===== src/rtl/acqf_pkg.sv =====
// acqf_pkg: shared types, codes and constants of the audio command queue framer
// no dependencies; imported by acqf_framer and audio_command_queue_framer
`timescale 1ns / 1ps
`default_nettype none

package acqf_pkg;

  // fifo depth default (ring holds one entry less than this)
  localparam int ACQF_FIFO_DEPTH = 16;

  // reset value of the minimum gap register, in milliseconds
  localparam logic [15:0] ACQF_GAP_RESET = 16'd50;

  // field widths
  localparam int CMD_W   = 8;
  localparam int PARAM_W = 16;
  localparam int ENTRY_W = CMD_W + PARAM_W;
  localparam int TIME_W  = 32;
  localparam int GAP_W   = 16;

  // request kinds carried in s_tuser
  typedef enum logic [1:0] {
    REQ_ENQUEUE = 2'd0,
    REQ_FORCE   = 2'd1,
    REQ_TICK    = 2'd2,
    REQ_UNUSED  = 2'd3
  } acqf_req_t;

  // control sequencer states
  typedef enum logic [0:0] {
    ST_IDLE = 1'b0,
    ST_READ = 1'b1
  } acqf_state_t;

  // frame start request from the queue control to the framer
  typedef struct packed {
    logic               start;
    logic [ENTRY_W-1:0] entry;
  } acqf_frame_req_t;

  // register map
  localparam int APB_DATA_W = 32;
  localparam int PADDR_W    = 3;
  localparam logic [0:0] REG_MIN_GAP = 1'b0;

endpackage

`default_nettype wire


===== src/rtl/acqf_ram.sv =====
// acqf_ram: generic single-write, single-read synchronous ram, registered read
// no dependencies
`timescale 1ns / 1ps
`default_nettype none

module acqf_ram #(
  parameter int WIDTH = 24,
  parameter int DEPTH = 16,
  localparam int AW = (DEPTH > 1) ? $clog2(DEPTH) : 1
) (
  input  wire logic             clk,
  input  wire logic             we,
  input  wire logic [AW-1:0]    waddr,
  input  wire logic [WIDTH-1:0] wdata,
  input  wire logic [AW-1:0]    raddr,
  output logic      [WIDTH-1:0] rdata
);

  logic [WIDTH-1:0] mem [DEPTH];

  always_ff @(posedge clk) begin
    if (we) begin
      mem[waddr] <= wdata;
    end
    rdata <= mem[raddr];
  end

endmodule

`default_nettype wire


===== src/rtl/acqf_framer.sv =====
// acqf_framer: turns one queue entry into the ten-byte command frame, one beat a byte
// depends on acqf_pkg
`timescale 1ns / 1ps
`default_nettype none

module acqf_framer
  import acqf_pkg::*;
(
  input  wire logic            clk,
  input  wire logic            rst,
  input  wire acqf_frame_req_t req,
  output logic                 busy,
  output logic                 m_tvalid,
  input  wire logic            m_tready,
  output logic [7:0]           m_tdata,   // frame_byte[7:0]
  output logic                 m_tlast    // last_byte
);

  localparam logic [3:0] POS_SOF   = 4'd0;
  localparam logic [3:0] POS_VER   = 4'd1;
  localparam logic [3:0] POS_LEN   = 4'd2;
  localparam logic [3:0] POS_CMD   = 4'd3;
  localparam logic [3:0] POS_FB    = 4'd4;
  localparam logic [3:0] POS_PH    = 4'd5;
  localparam logic [3:0] POS_PL    = 4'd6;
  localparam logic [3:0] POS_CKH   = 4'd7;
  localparam logic [3:0] POS_CKL   = 4'd8;
  localparam logic [3:0] POS_END   = 4'd9;

  localparam logic [7:0] BYTE_SOF = 8'h7E;
  localparam logic [7:0] BYTE_VER = 8'hFF;
  localparam logic [7:0] BYTE_LEN = 8'h06;
  localparam logic [7:0] BYTE_FB  = 8'h00;
  localparam logic [7:0] BYTE_END = 8'hEF;

  logic [3:0]         pos;
  logic [ENTRY_W-1:0] entry_q;
  logic [15:0]        ck_q;
  logic [15:0]        sum;
  logic [3:0]         pos_next;
  logic [7:0]         byte_next;
  logic               beat;

  // constant bytes ff + 06, plus the entry bytes
  assign sum = 16'({8'h00, BYTE_VER}) + 16'({8'h00, BYTE_LEN}) + 16'({8'h00, BYTE_FB})
             + 16'({8'h00, req.entry[23:16]}) + 16'({8'h00, req.entry[15:8]})
             + 16'({8'h00, req.entry[7:0]});

  assign beat     = m_tvalid && m_tready;
  assign pos_next = pos + 4'd1;

  always_comb begin
    case (pos_next)
      POS_SOF: byte_next = BYTE_SOF;
      POS_VER: byte_next = BYTE_VER;
      POS_LEN: byte_next = BYTE_LEN;
      POS_CMD: byte_next = entry_q[23:16];
      POS_FB:  byte_next = BYTE_FB;
      POS_PH:  byte_next = entry_q[15:8];
      POS_PL:  byte_next = entry_q[7:0];
      POS_CKH: byte_next = ck_q[15:8];
      POS_CKL: byte_next = ck_q[7:0];
      default: byte_next = BYTE_END;
    endcase
  end

  always_ff @(posedge clk) begin
    if (rst) begin
      m_tvalid <= 1'b0;
      pos      <= POS_SOF;
    end else if (req.start) begin
      m_tvalid <= 1'b1;
      pos      <= POS_SOF;
      m_tdata  <= BYTE_SOF;
      entry_q  <= req.entry;
      ck_q     <= 16'h0000 - sum;
    end else if (beat) begin
      if (pos == POS_END) begin
        m_tvalid <= 1'b0;
      end else begin
        pos     <= pos_next;
        m_tdata <= byte_next;
      end
    end
  end

  assign m_tlast = (pos == POS_END);
  assign busy    = m_tvalid;

endmodule

`default_nettype wire


===== src/rtl/audio_command_queue_framer.sv =====
// audio_command_queue_framer: command ring fifo with priority slot and frame output
// depends on acqf_pkg, acqf_ram, acqf_framer
//
//  channel  | dir | handshake           | payload
//  ---------+-----+---------------------+---------------------------------------------
//  s_axis   | in  | s_tvalid / s_tready | tuser = req_type, tdata = code, param, time, ready
//  m_axis   | out | m_tvalid / m_tready | tdata = frame_byte, tlast = last_byte
//  apb      | in  | psel/penable/pready | min_gap_ms at byte address 0
//
// enqueue, force and non-sending tick beats need no ram read and leave the sequencer idle
// a tick that sends the forced command starts the frame at once; a tick that sends the
// fifo head starts it from the read state after the ram read, then the frame runs ten output beats
// s_tready stays low while a frame is being shifted out, so a stalled m_tready holds input
// synchronous active-high reset clears pointers, the forced slot and the send time;
// the fifo ram itself is not cleared and is only read below the fill level
`timescale 1ns / 1ps
`default_nettype none

module audio_command_queue_framer
  import acqf_pkg::*;
#(
  parameter int FIFO_DEPTH = ACQF_FIFO_DEPTH
) (
  input  wire logic                  clk,
  input  wire logic                  rst,
  // input stream
  input  wire logic                  s_tvalid,
  output logic                       s_tready,
  input  wire logic [63:0]           s_tdata,   // command_code[7:0], command_param[23:8],
                                                // now_ms[55:24], player_ready[56], zero pad
  input  wire logic [1:0]            s_tuser,   // req_type[1:0]
  // output stream
  output logic                       m_tvalid,
  input  wire logic                  m_tready,
  output logic [7:0]                 m_tdata,   // frame_byte[7:0]
  output logic                       m_tlast,   // last_byte
  // configuration
  input  wire logic                  psel,
  input  wire logic                  penable,
  input  wire logic                  pwrite,
  input  wire logic [PADDR_W-1:0]    paddr,
  input  wire logic [APB_DATA_W-1:0] pwdata,
  output logic [APB_DATA_W-1:0]      prdata,
  output logic                       pready
);

  localparam int PTR_W = (FIFO_DEPTH > 1) ? $clog2(FIFO_DEPTH) : 1;
  localparam logic [PTR_W-1:0] PTR_LAST = PTR_W'(FIFO_DEPTH - 1);

  // unpacked input beat
  logic [CMD_W-1:0]   in_code;
  logic [PARAM_W-1:0] in_param;
  logic [TIME_W-1:0]  in_now;
  logic               in_ready;
  acqf_req_t          in_kind;
  logic [ENTRY_W-1:0] in_entry;

  assign in_code  = s_tdata[7:0];
  assign in_param = s_tdata[23:8];
  assign in_now   = s_tdata[55:24];
  assign in_ready = s_tdata[56];
  assign in_kind  = acqf_req_t'(s_tuser);
  assign in_entry = {in_code, in_param};

  // state registers
  acqf_state_t        state;
  acqf_state_t        state_next;
  logic [PTR_W-1:0]   wp;
  logic [PTR_W-1:0]   rp;
  logic [TIME_W-1:0]  last_send;
  logic               forced_pending;
  logic [ENTRY_W-1:0] forced_entry;
  logic [GAP_W-1:0]   min_gap;

  // control
  logic               accept;
  logic               framer_busy;
  logic [PTR_W-1:0]   wp_inc;
  logic [PTR_W-1:0]   rp_inc;
  logic               fifo_full;
  logic               fifo_empty;
  logic [TIME_W-1:0]  elapsed;
  logic               gap_ok;
  logic               do_enqueue;
  logic               do_force;
  logic               tick_go;
  logic               send_forced;
  logic               send_head;
  logic [ENTRY_W-1:0] ram_rdata;
  acqf_frame_req_t    frame_req;
  logic               cfg_write;

  assign wp_inc     = (wp == PTR_LAST) ? '0 : wp + PTR_W'(1);
  assign rp_inc     = (rp == PTR_LAST) ? '0 : rp + PTR_W'(1);
  assign fifo_full  = (wp_inc == rp);
  assign fifo_empty = (wp == rp);
  // wrapping difference, compared against the zero-extended gap
  assign elapsed    = in_now - last_send;
  assign gap_ok     = !(elapsed < {{(TIME_W-GAP_W){1'b0}}, min_gap});

  assign accept      = s_tvalid && s_tready;
  assign do_enqueue  = accept && (in_kind == REQ_ENQUEUE) && !fifo_full;
  assign do_force    = accept && (in_kind == REQ_FORCE);
  // tick records the time once work is pending and the gap has passed
  assign tick_go     = accept && (in_kind == REQ_TICK)
                     && (!fifo_empty || forced_pending) && gap_ok;
  assign send_forced = tick_go && forced_pending;
  assign send_head   = tick_go && !forced_pending && in_ready;

  // next-state logic
  always_comb begin
    state_next = state;
    case (state)
      ST_IDLE: begin
        if (send_head) begin
          state_next = ST_READ;
        end
      end
      ST_READ: state_next = ST_IDLE;
      default: state_next = ST_IDLE;
    endcase
  end

  // output logic
  always_comb begin
    s_tready        = 1'b0;
    frame_req.start = 1'b0;
    frame_req.entry = forced_entry;
    case (state)
      ST_IDLE: begin
        s_tready        = !framer_busy;
        frame_req.start = send_forced;
      end
      ST_READ: begin
        // ram data for the head is valid in the cycle after the tick
        frame_req.start = 1'b1;
        frame_req.entry = ram_rdata;
      end
      default: begin
        s_tready = 1'b0;
      end
    endcase
  end

  always_ff @(posedge clk) begin
    if (rst) begin
      state          <= ST_IDLE;
      wp             <= '0;
      rp             <= '0;
      last_send      <= '0;
      forced_pending <= 1'b0;
      forced_entry   <= '0;
    end else begin
      state <= state_next;
      if (do_enqueue) begin
        wp <= wp_inc;
      end
      if (state == ST_READ) begin
        rp <= rp_inc;
      end
      if (tick_go) begin
        last_send <= in_now;
      end
      if (do_force) begin
        forced_pending <= 1'b1;
        forced_entry   <= in_entry;
      end else if (send_forced) begin
        forced_pending <= 1'b0;
      end
    end
  end

  // configuration port, register index in paddr above the byte offset
  assign pready    = 1'b1;
  assign cfg_write = psel && penable && pwrite && pready && (paddr[PADDR_W-1:2] == REG_MIN_GAP);

  always_ff @(posedge clk) begin
    if (rst) begin
      min_gap <= ACQF_GAP_RESET;
    end else if (cfg_write) begin
      min_gap <= pwdata[GAP_W-1:0];
    end
  end

  always_comb begin
    prdata = '0;
    if (paddr[PADDR_W-1:2] == REG_MIN_GAP) begin
      prdata = {{(APB_DATA_W-GAP_W){1'b0}}, min_gap};
    end
  end

  // fifo storage, read port parked on the head
  acqf_ram #(
    .WIDTH (ENTRY_W),
    .DEPTH (FIFO_DEPTH)
  ) u_fifo_ram (
    .clk   (clk),
    .we    (do_enqueue),
    .waddr (wp),
    .wdata (in_entry),
    .raddr (rp),
    .rdata (ram_rdata)
  );

  acqf_framer u_framer (
    .clk      (clk),
    .rst      (rst),
    .req      (frame_req),
    .busy     (framer_busy),
    .m_tvalid (m_tvalid),
    .m_tready (m_tready),
    .m_tdata  (m_tdata),
    .m_tlast  (m_tlast)
  );

endmodule

`default_nettype wire


===== config.mk =====
export PLATFORM = sky130hd
export DESIGN_NAME = audio_command_queue_framer
export DESIGN_NICKNAME = d
export VERILOG_FILES = /design/src/rtl/acqf_pkg.sv /design/src/rtl/acqf_ram.sv /design/src/rtl/acqf_framer.sv /design/src/rtl/audio_command_queue_framer.sv
export SDC_FILE = /design/constraint.sdc
export NUM_CORES = 1
export LEC_CHECK = 0
export ABC_AREA = 1
export CAP_MARGIN = 20
export CORE_UTILIZATION = 40
export CTS_BUF_LIST = sky130_fd_sc_hd__clkbuf_8
export DETAILED_ROUTE_END_ITERATION = 6
export DONT_BUFFER_PORTS = 1
export GPL_TIMING_DRIVEN = 0
export PLACE_DENSITY_LB_ADDON = 0.3
export SYNTH_ARGS = -nofsm -noshare
export SYNTH_HDL_FRONTEND = slang
export SYNTH_HIERARCHICAL = 1
export SYNTH_SLANG_ARGS = --single-unit
export TNS_END_PERCENT = 50

===== constraint.sdc =====
create_clock -name clk -period 5.2 [get_ports clk]
set_input_delay 0.52 -clock clk [delete_from_list [all_inputs] [get_ports clk]]
set_output_delay 0.52 -clock clk [all_outputs]
set_load 0.005 [all_outputs]

==> results_dict.tcl, run 1 <==
set metrics [dict create \
    worstPathRequired_ns 5.50 \
    setup_violations 0 \
    netlist_area_um2 26440 \
    grt_pass1_wl_mm 116.1 \
    dp.cells 3832 \
    max-slew-margin-rel_pct 29.16 \
    clk_path_buf_depth 3 \
    htreeDepth 3 \
    worstSetupEndpointType "flip-flop" \
    rsz0062_at_grt "false" \
    holdPathStages 2 \
    initial_core_util_pct 40.71 \
    drv_slew 0 \
    clkPwrFrac_pct 39.2 \
    ys_warn_count 6 \
    async_flop_share_pct 0 \
    fin_crit_sh_pct 90.90 \
    reg2reg_to "u_framer/m_tdata[3]$_SDFFCE_PP1P_" \
    regArea_um2 15040 \
    min_from "pwdata[0]" \
    final_cell_mix "nand2_1, inv_1, edfxtp_1" \
    routabilityCongestion 0.9219 \
    ys.flop_type "edfxtp_1" \
    finalSetupTns_ns 0 \
    grtUsageTotal_pct 23.30 \
    worstSkewPairLatency_ns 0.71 \
    seqPwrFrac_pct 52.8 \
    wl_mm 77.86 \
    hp-class "primary input to flip-flop" \
    fmax_mhz 211.6 \
    clock_skew_ns 0.04060 \
    synth_cells 2953 \
    whs_endpoint "min_gap[0]$_SDFFE_PP0P_" \
    ir_drop_mv 0.2048 \
    r2r_setup_slack_ns 0.47 \
    layout.nets 3329 \
    synth_seq_cells 538 \
    fin_cells 4075 \
    wl_per_cell_um 19.11 \
    core_area_um2 64930 \
    drive_gt1_share_pct 10.05 \
    first_pass_iters 6 \
    drt-vias-per-instance 4.993 \
    power.internal_uw 6705 \
    antenna_found_initial 13 \
    p_switching_uw 2223 \
    rr_worst_depth 27 \
    nFillCells 6198 \
    syn_avg_cell_area_um2 8.952 \
    fin_util_pct 46.63 \
    cts.sinks 538 \
    dp_hpwl_mm 52.48 \
    num_rows 93 \
    power_density_nw_per_um2 294.9 \
    vias 20350 \
    drc 0 \
    cts_tree "yes" \
    tightest_slew_ns 1.060 \
    critPathArrivalTime_ns 5.03 \
    swShare_pct 24.90 \
    overflow 0 \
    grt_pass1_vias 19390 \
    combPwrFrac_pct 8.1 \
    min_period_ns 4.727 \
    power.leakage_uw 0.01307 \
    crit_type "flip-flop to flip-flop" \
    r2r_start "last_send[0]$_SDFFE_PP0N_" \
    status "completed" \
    clock-root-buffer "clkbuf_8" \
    die_x_um 259.1 \
    finalHoldViolCount 0 \
    multi_input_area_um2 8965 \
    yosysSeqAreaShare_pct 56.91 \
    dieArea_um2 67120 \
    cts_buffers 90 \
    port_buffers 0 \
    final_common_cell "nand2_1" \
    ctsResizeCount 0 \
    grt_max_degree 36 \
    maxCapViolations 0 \
    fp.dieH_um 259.1 \
    syn_to_final_growth_pct 14.52 \
    clk_pin_slew_ns 0.06 \
    pin_count 152 \
    cp_max_fo 10 \
    final_antenna_net_count 0 \
    critPathLaunchType "flip-flop" \
    drt_iter0_markers 2010 \
    synth_cell_types 47 \
    synth-edff-count 427 \
]
-- synthesized netlist by cell type, types with 2 or more instances --
library cell | count | share of area (%)
buf_4 | 32 | 0.91
fa_1 | 10 | 0.76
a211oi_1 | 2 | 0.057
nand2_4 | 4 | 0.17
nand3b_1 | 4 | 0.11
a21oi_2 | 30 | 0.99
buf_12 | 2 | 0.15
nand3_2 | 2 | 0.076
xnor2_1 | 8 | 0.27
o21bai_1 | 2 | 0.057
nor3_2 | 4 | 0.15
xor2_1 | 22 | 0.73
inv_2 | 10 | 0.14
nor2_2 | 7 | 0.17
a21oi_1 | 63 | 1.2
nor2_1 | 159 | 2.3
buf_1 | 10 | 0.14
nand2_1 | 868 | 12
nor3_1 | 5 | 0.095
o211ai_1 | 5 | 0.14
nand4_1 | 16 | 0.38
conb_1 | 2 | 0.028
nand3_1 | 384 | 7.3
o21a_1 | 3 | 0.085
buf_2 | 47 | 0.89
inv_1 | 487 | 6.9
nand2_2 | 39 | 0.92
ha_1 | 68 | 3.2
clkinv_1 | 5 | 0.071
and2_1 | 7 | 0.17
a21o_1 | 2 | 0.057
clkbuf_1 | 38 | 0.54
o21ai_0 | 52 | 0.98
nor2_4 | 5 | 0.21
dfxtp_1 | 111 | 8.4
edfxtp_1 | 427 | 49
-- how the worst max path moves through the flow --
stage / start / to
4_1_cts: last_send[0]$_SDFFE_PP0N_ / u_framer/m_tdata[0]$_SDFFCE_PP0P_
5_1_grt: last_send[0]$_SDFFE_PP0N_ / u_framer/m_tdata[5]$_SDFFCE_PP1P_
3_3_place_gp: s_tdata[24] / u_framer/entry_q[5]$_DFFE_PP_
3_5_place_dp: s_tdata[24] / u_framer/m_tdata[2]$_SDFFCE_PP1P_
6_report: last_send[0]$_SDFFE_PP0N_ / u_framer/m_tdata[3]$_SDFFCE_PP1P_
2_1_floorplan: s_tdata[24] / u_framer/ck_q[0]$_DFFE_PP_
-- power by group through the flow --
| stage | Clock [uW] | Combinational [uW] | Sequential (uW) |
|---|---|---|---|
| 2_1_floorplan | 0 | 445 | 4800 |
| 3_3_place_gp | 0 | 588 | 4800 |
| 3_5_place_dp | 0 | 605 | 4800 |
| 4_1_cts | 3560 | 717 | 4710 |
| 5_1_grt | 3750 | 806 | 4710 |
| 6_report | 3500 | 720 | 4710 |
-- critical path, cell delays in order, from the launching register on --
cell and delay, ns:
dfxtp_1 0.31, ha_1 0.21, fa_1 0.40, inv_1 0.13, nand2_1 0.06, nand2_1 0.08, nand3_1 0.10, nand2_2 0.14
nand2_1 0.06, nand2_1 0.12, xor2_1 0.27, ha_1 0.20, a21oi_1 0.06, nor2_1 0.09, a211oi_1 0.09, nand2_1 0.09
nor2_1 0.04, nand2_1 0.08, nor2_2 0.04, nand3_2 0.08, nor2_4 0.05, nand2_4 0.13, nand2_8 0.12, buf_8 0.18
o21ai_0 0.16, buf_4 0.20, inv_1 0.14, a21oi_1 0.71
-- state kept, by name, summed over array words and instances (netlist names), 8 cells and up --
signal,flops
u_framer/entry_q,24
min_gap,16
forced_entry,24
u_fifo_ram/mem,384
u_framer/ck_q,11
u_framer/m_tdata,8
u_fifo_ram/rdata,24
last_send,32
-- stage by stage --
| step | area [um^2] | total power [uW] | hold WS (ns) | worst slack (ns) |
|---|---|---|---|---|
| 2_1_floorplan | 26490 | 5241 | 0.4246 | 0.3956 |
| 3_3_place_gp | 27560 | 5389 | 0.4345 | -1.272 |
| 3_5_place_dp | 27860 | 5406 | 0.4473 | 0.1997 |
| 4_1_cts | 30260 | 8992 | 0.0002159 | 0.4345 |
| 5_1_grt | 30270 | 9271 | 0.02863 | 0.03478 |
| 6_report | 30270 | 8929 | 0.04454 | 0.4732 |
-- metal layers --
layer | vias up | part of all wire, % | wire length [um] | GRT usage [%]
met1 | 9450 | 42 | 32430 | 30.33
met5 | - | 0.11 | 82 | 0
met4 | 14 | 3.7 | 2917 | 9.550
met2 | 872 | 45 | 35170 | 36.94
met3 | 186 | 9.3 | 7261 | 5.897
li1 | 9824 | - | - | -
-- what timing repair did --
item | CTS | global route
buffers inserted | 0 | 0
hold buffers | 74 | 0
endpoints found under the hold margin | 447 | 0
-- layout make-up --
class | instances | share of cell area (%)
multi-input cells | 1796 | 29.61
plain buffers | 130 | 2.347
diodes | 7 | 0.05786
well taps | 855 | 3.534
clock inverters | 62 | 0.9092
clock buffers | 100 | 4.546
repair buffers | 83 | 3.025
inverters | 504 | 6.274
flip-flops and latches | 538 | 49.69
-- kinds of logic after synthesis --
logic type	after synthesis	share of synthesized area, %
adders and majority gates	78	3.976
buffers and inverters	634	9.873
and+or+nand+nor	1509	24.52
xor gates and xnor gates	30	0.9939
AOI/OAI and AO/OA	162	3.701
DFF	538	56.91
other	2	0.02841
Note: power is estimated with default switching activity, not from simulation.
==> inputs of run 2 (changes only) <==
--- a/config.mk
+++ b/config.mk
@@ -12,7 +12,7 @@
 export DETAILED_ROUTE_END_ITERATION = 6
 export DONT_BUFFER_PORTS = 1
 export GPL_TIMING_DRIVEN = 0
-export PLACE_DENSITY_LB_ADDON = 0.3
+export PLACE_DENSITY = 0.68
 export SYNTH_ARGS = -nofsm -noshare
 export SYNTH_HDL_FRONTEND = slang
 export SYNTH_HIERARCHICAL = 1
==> run 2 against run 1 <==
  * Global-route usage shrank 0.99 points
  * Clock-buffer cell count shrank 5
  * Maximum frequency up 1.6%
  * Clock skew increased by 0.0021 ns
  * Non-clock buffer count shrank 15
  * Die area is the same
  * Sequential power barely moved
  * First-iteration DRC count rose by 4.6%
  * Final cell count fell by 0.71%
  * Wire length fell by 4.3%
  * Highest routed layer unchanged
==> results_dict.tcl, run 2 (synthesized netlist as in run 1, its figures left out) <==
set metrics [dict create \
    status "completed" \
    setup_violations 0 \
    die_x_um 259.1 \
    cpLargestDelayFamily "simple AND/OR/NAND/NOR gates" \
    clk_pin_slew_ns 0.06 \
    antenna_found_initial 7 \
    rsz0062_at_grt "false" \
    ir_drop_mv 0.2898 \
    clock-root-buffer "clkbuf_8" \
    fin_cells 4046 \
    fp.dieH_um 259.1 \
    clk_path_buf_depth 3 \
    worstPathRequired_ns 5.51 \
    place_area_um2 27710 \
    drc 0 \
    maxCapViolations 0 \
    fmax_mhz 214.8 \
    final_antenna_net_count 0 \
    tightest_slew_ns 0.9685 \
    hp-class "primary input to flip-flop" \
    power.leakage_uw 0.01294 \
    cts_buffers 89 \
    worst-path-buf-inv 3 \
    dp.cells 3825 \
    critPathArrivalTime_ns 4.96 \
    crit_top_cell "nand2_1" \
    syn_to_final_growth_pct 13.50 \
    crit_slowest_cell "nor2_4" \
    drive_gt1_share_pct 9.966 \
    cp_slowest_stage_delay_ns 0.48 \
    crit_type "flip-flop to flip-flop" \
    drt_iter0_markers 2103 \
    dp_hpwl_mm 49.82 \
    port_buffers 0 \
    layout.nets 3314 \
    num_rows 93 \
    wl_mm 74.53 \
    grt_max_degree 25 \
    drt-vias-per-instance 5.006 \
    largest-register "u_fifo_ram/mem" \
    critPathLaunchType "flip-flop" \
    overflow 0 \
    r2r_setup_slack_ns 0.55 \
    final_area_um2 30000 \
    drv_slew 0 \
    n_antenna_cell 0 \
    fin_util_pct 46.21 \
    core_area_um2 64930 \
    power.total_uw 8856 \
    reg_top3 "u_fifo_ram/mem x384, last_send x32" \
    final_cell_mix "nand2_1, inv_1, edfxtp_1" \
    clock_skew_ns 0.04266 \
    min_period_ns 4.655 \
    grt_pass1_vias 19240 \
    max-slew-margin-rel_pct 35.28 \
    pin_count 152 \
    grtUsageTotal_pct 22.30 \
    whs_ns 0.03890 \
    htreeDepth 3 \
    fin_crit_sh_pct 89.51 \
    cts.sinks 538 \
    first_pass_iters 6 \
    worstSetupEndpointType "flip-flop" \
    wl_per_cell_um 18.42 \
    cts_tree "yes" \
    vias 20250 \
    cp_max_fo 17 \
    grt_pass1_wl_mm 112.9 \
    worstSkewPairLatency_ns 0.71 \
    initial_core_util_pct 40.71 \
    largest_reg_flops 384 \
    power_density_nw_per_um2 295.2 \
    routabilityCongestion 0.9202 \
    final_common_cell "nand2_1" \
    finalHoldViolCount 0 \
    dieArea_um2 67120 \
]
[run 2: cell count changes in the layout (fill, tap and decap cells not counted), moves of 3 or more]
cell,previous run,this run
buf_12,9,3
clkbuf_8,100,95
clkinv_1,20,15
dlygate4sd3_1,74,65
diode_2,7,0
inv_8,3,0
[run 2: worst register-to-register path, stage by stage, from the launching register on]
cell and delay [ns]:
dfxtp_1 0.31, ha_1 0.21, fa_1 0.41, inv_1 0.13, nand2_1 0.07, nand2_1 0.08
nand3_1 0.10, nand2_2 0.14, nand2_1 0.06, nand2_1 0.10, xor2_1 0.27, ha_1 0.20
a21oi_1 0.06, nor2_1 0.09, a211oi_1 0.07, nand2_1 0.08, nor2_1 0.04, nand2_1 0.10
nor2_2 0.05, nand3_2 0.08, nor2_4 0.04, nand2_4 0.15, nand2_8 0.14, buf_8 0.19
o21ai_2 0.36, inv_1 0.29, nor2_4 0.48
[run 2: path summary, 6_finish.rpt]
check / endpoint / cells after the start / from
hold reg to reg: forced_entry[16]$_SDFFE_PP0P_ / 2 / forced_entry[16]$_SDFFE_PP0P_
setup reg to reg: u_framer/entry_q[8]$_DFFE_PP_ / 26 / last_send[0]$_SDFFE_PP0N_
hold / removal: forced_entry[2]$_SDFFE_PP0P_ / 2 / s_tdata[10]
setup / recovery: u_framer/entry_q[8]$_DFFE_PP_ / 26 / last_send[0]$_SDFFE_PP0N_
[run 2: where the power goes]
| part | switching, uW | internal [uW] | leakage, uW | total, uW |
|---|---|---|---|---|
| combinational | 463 | 244 | 0.00724 | 707 |
| sequential | 20.3 | 4690 | 0.00475 | 4710 |
| clock | 1700 | 1740 | 0.000954 | 3440 |
[run 2: layout make-up]
cell class / instances / area (um^2)
Buffer: 130 / 710.7
Clock buffer: 95 / 1308
Clock inverter: 59 / 301.5
Fill cell: 6214 / 34930
Inverter: 504 / 1899
Multi-Input combinational cell: 1797 / 8974
Sequential cell: 538 / 15040
Tap cell: 855 / 1070
Timing Repair Buffer: 68 / 696.9
[run 2: per-layer routing]
metal / track usage (%) / vias to the layer above / routed length [um]
met3: 4.228 / 148 / 6841
li1: - / 9764 / -
met2: 35.16 / 922 / 33850
met5: 0 / - / 69
met4: 7.857 / 12 / 2112
met1: 30.61 / 9408 / 31650
[run 2: repair_timing]
item	4_1_cts	5_1_grt
setup buffers	0	1
cloned	1	0
resized for setup	1	3
pin swaps	1	1
endpoints found under the hold margin	438	0
setup endpoints to repair	43	43
hold buffers	65	0
[run 2: metrics by stage]
step | worst slack [ns] | TNS, ns
floorplan | 0.3956 | 0
global placement | -1.059 | -39.60
detailed placement | -0.5766 | -23.68
CTS | 0.01433 | 0
global route | 0.1657 | 0
finish | 0.5455 | 0
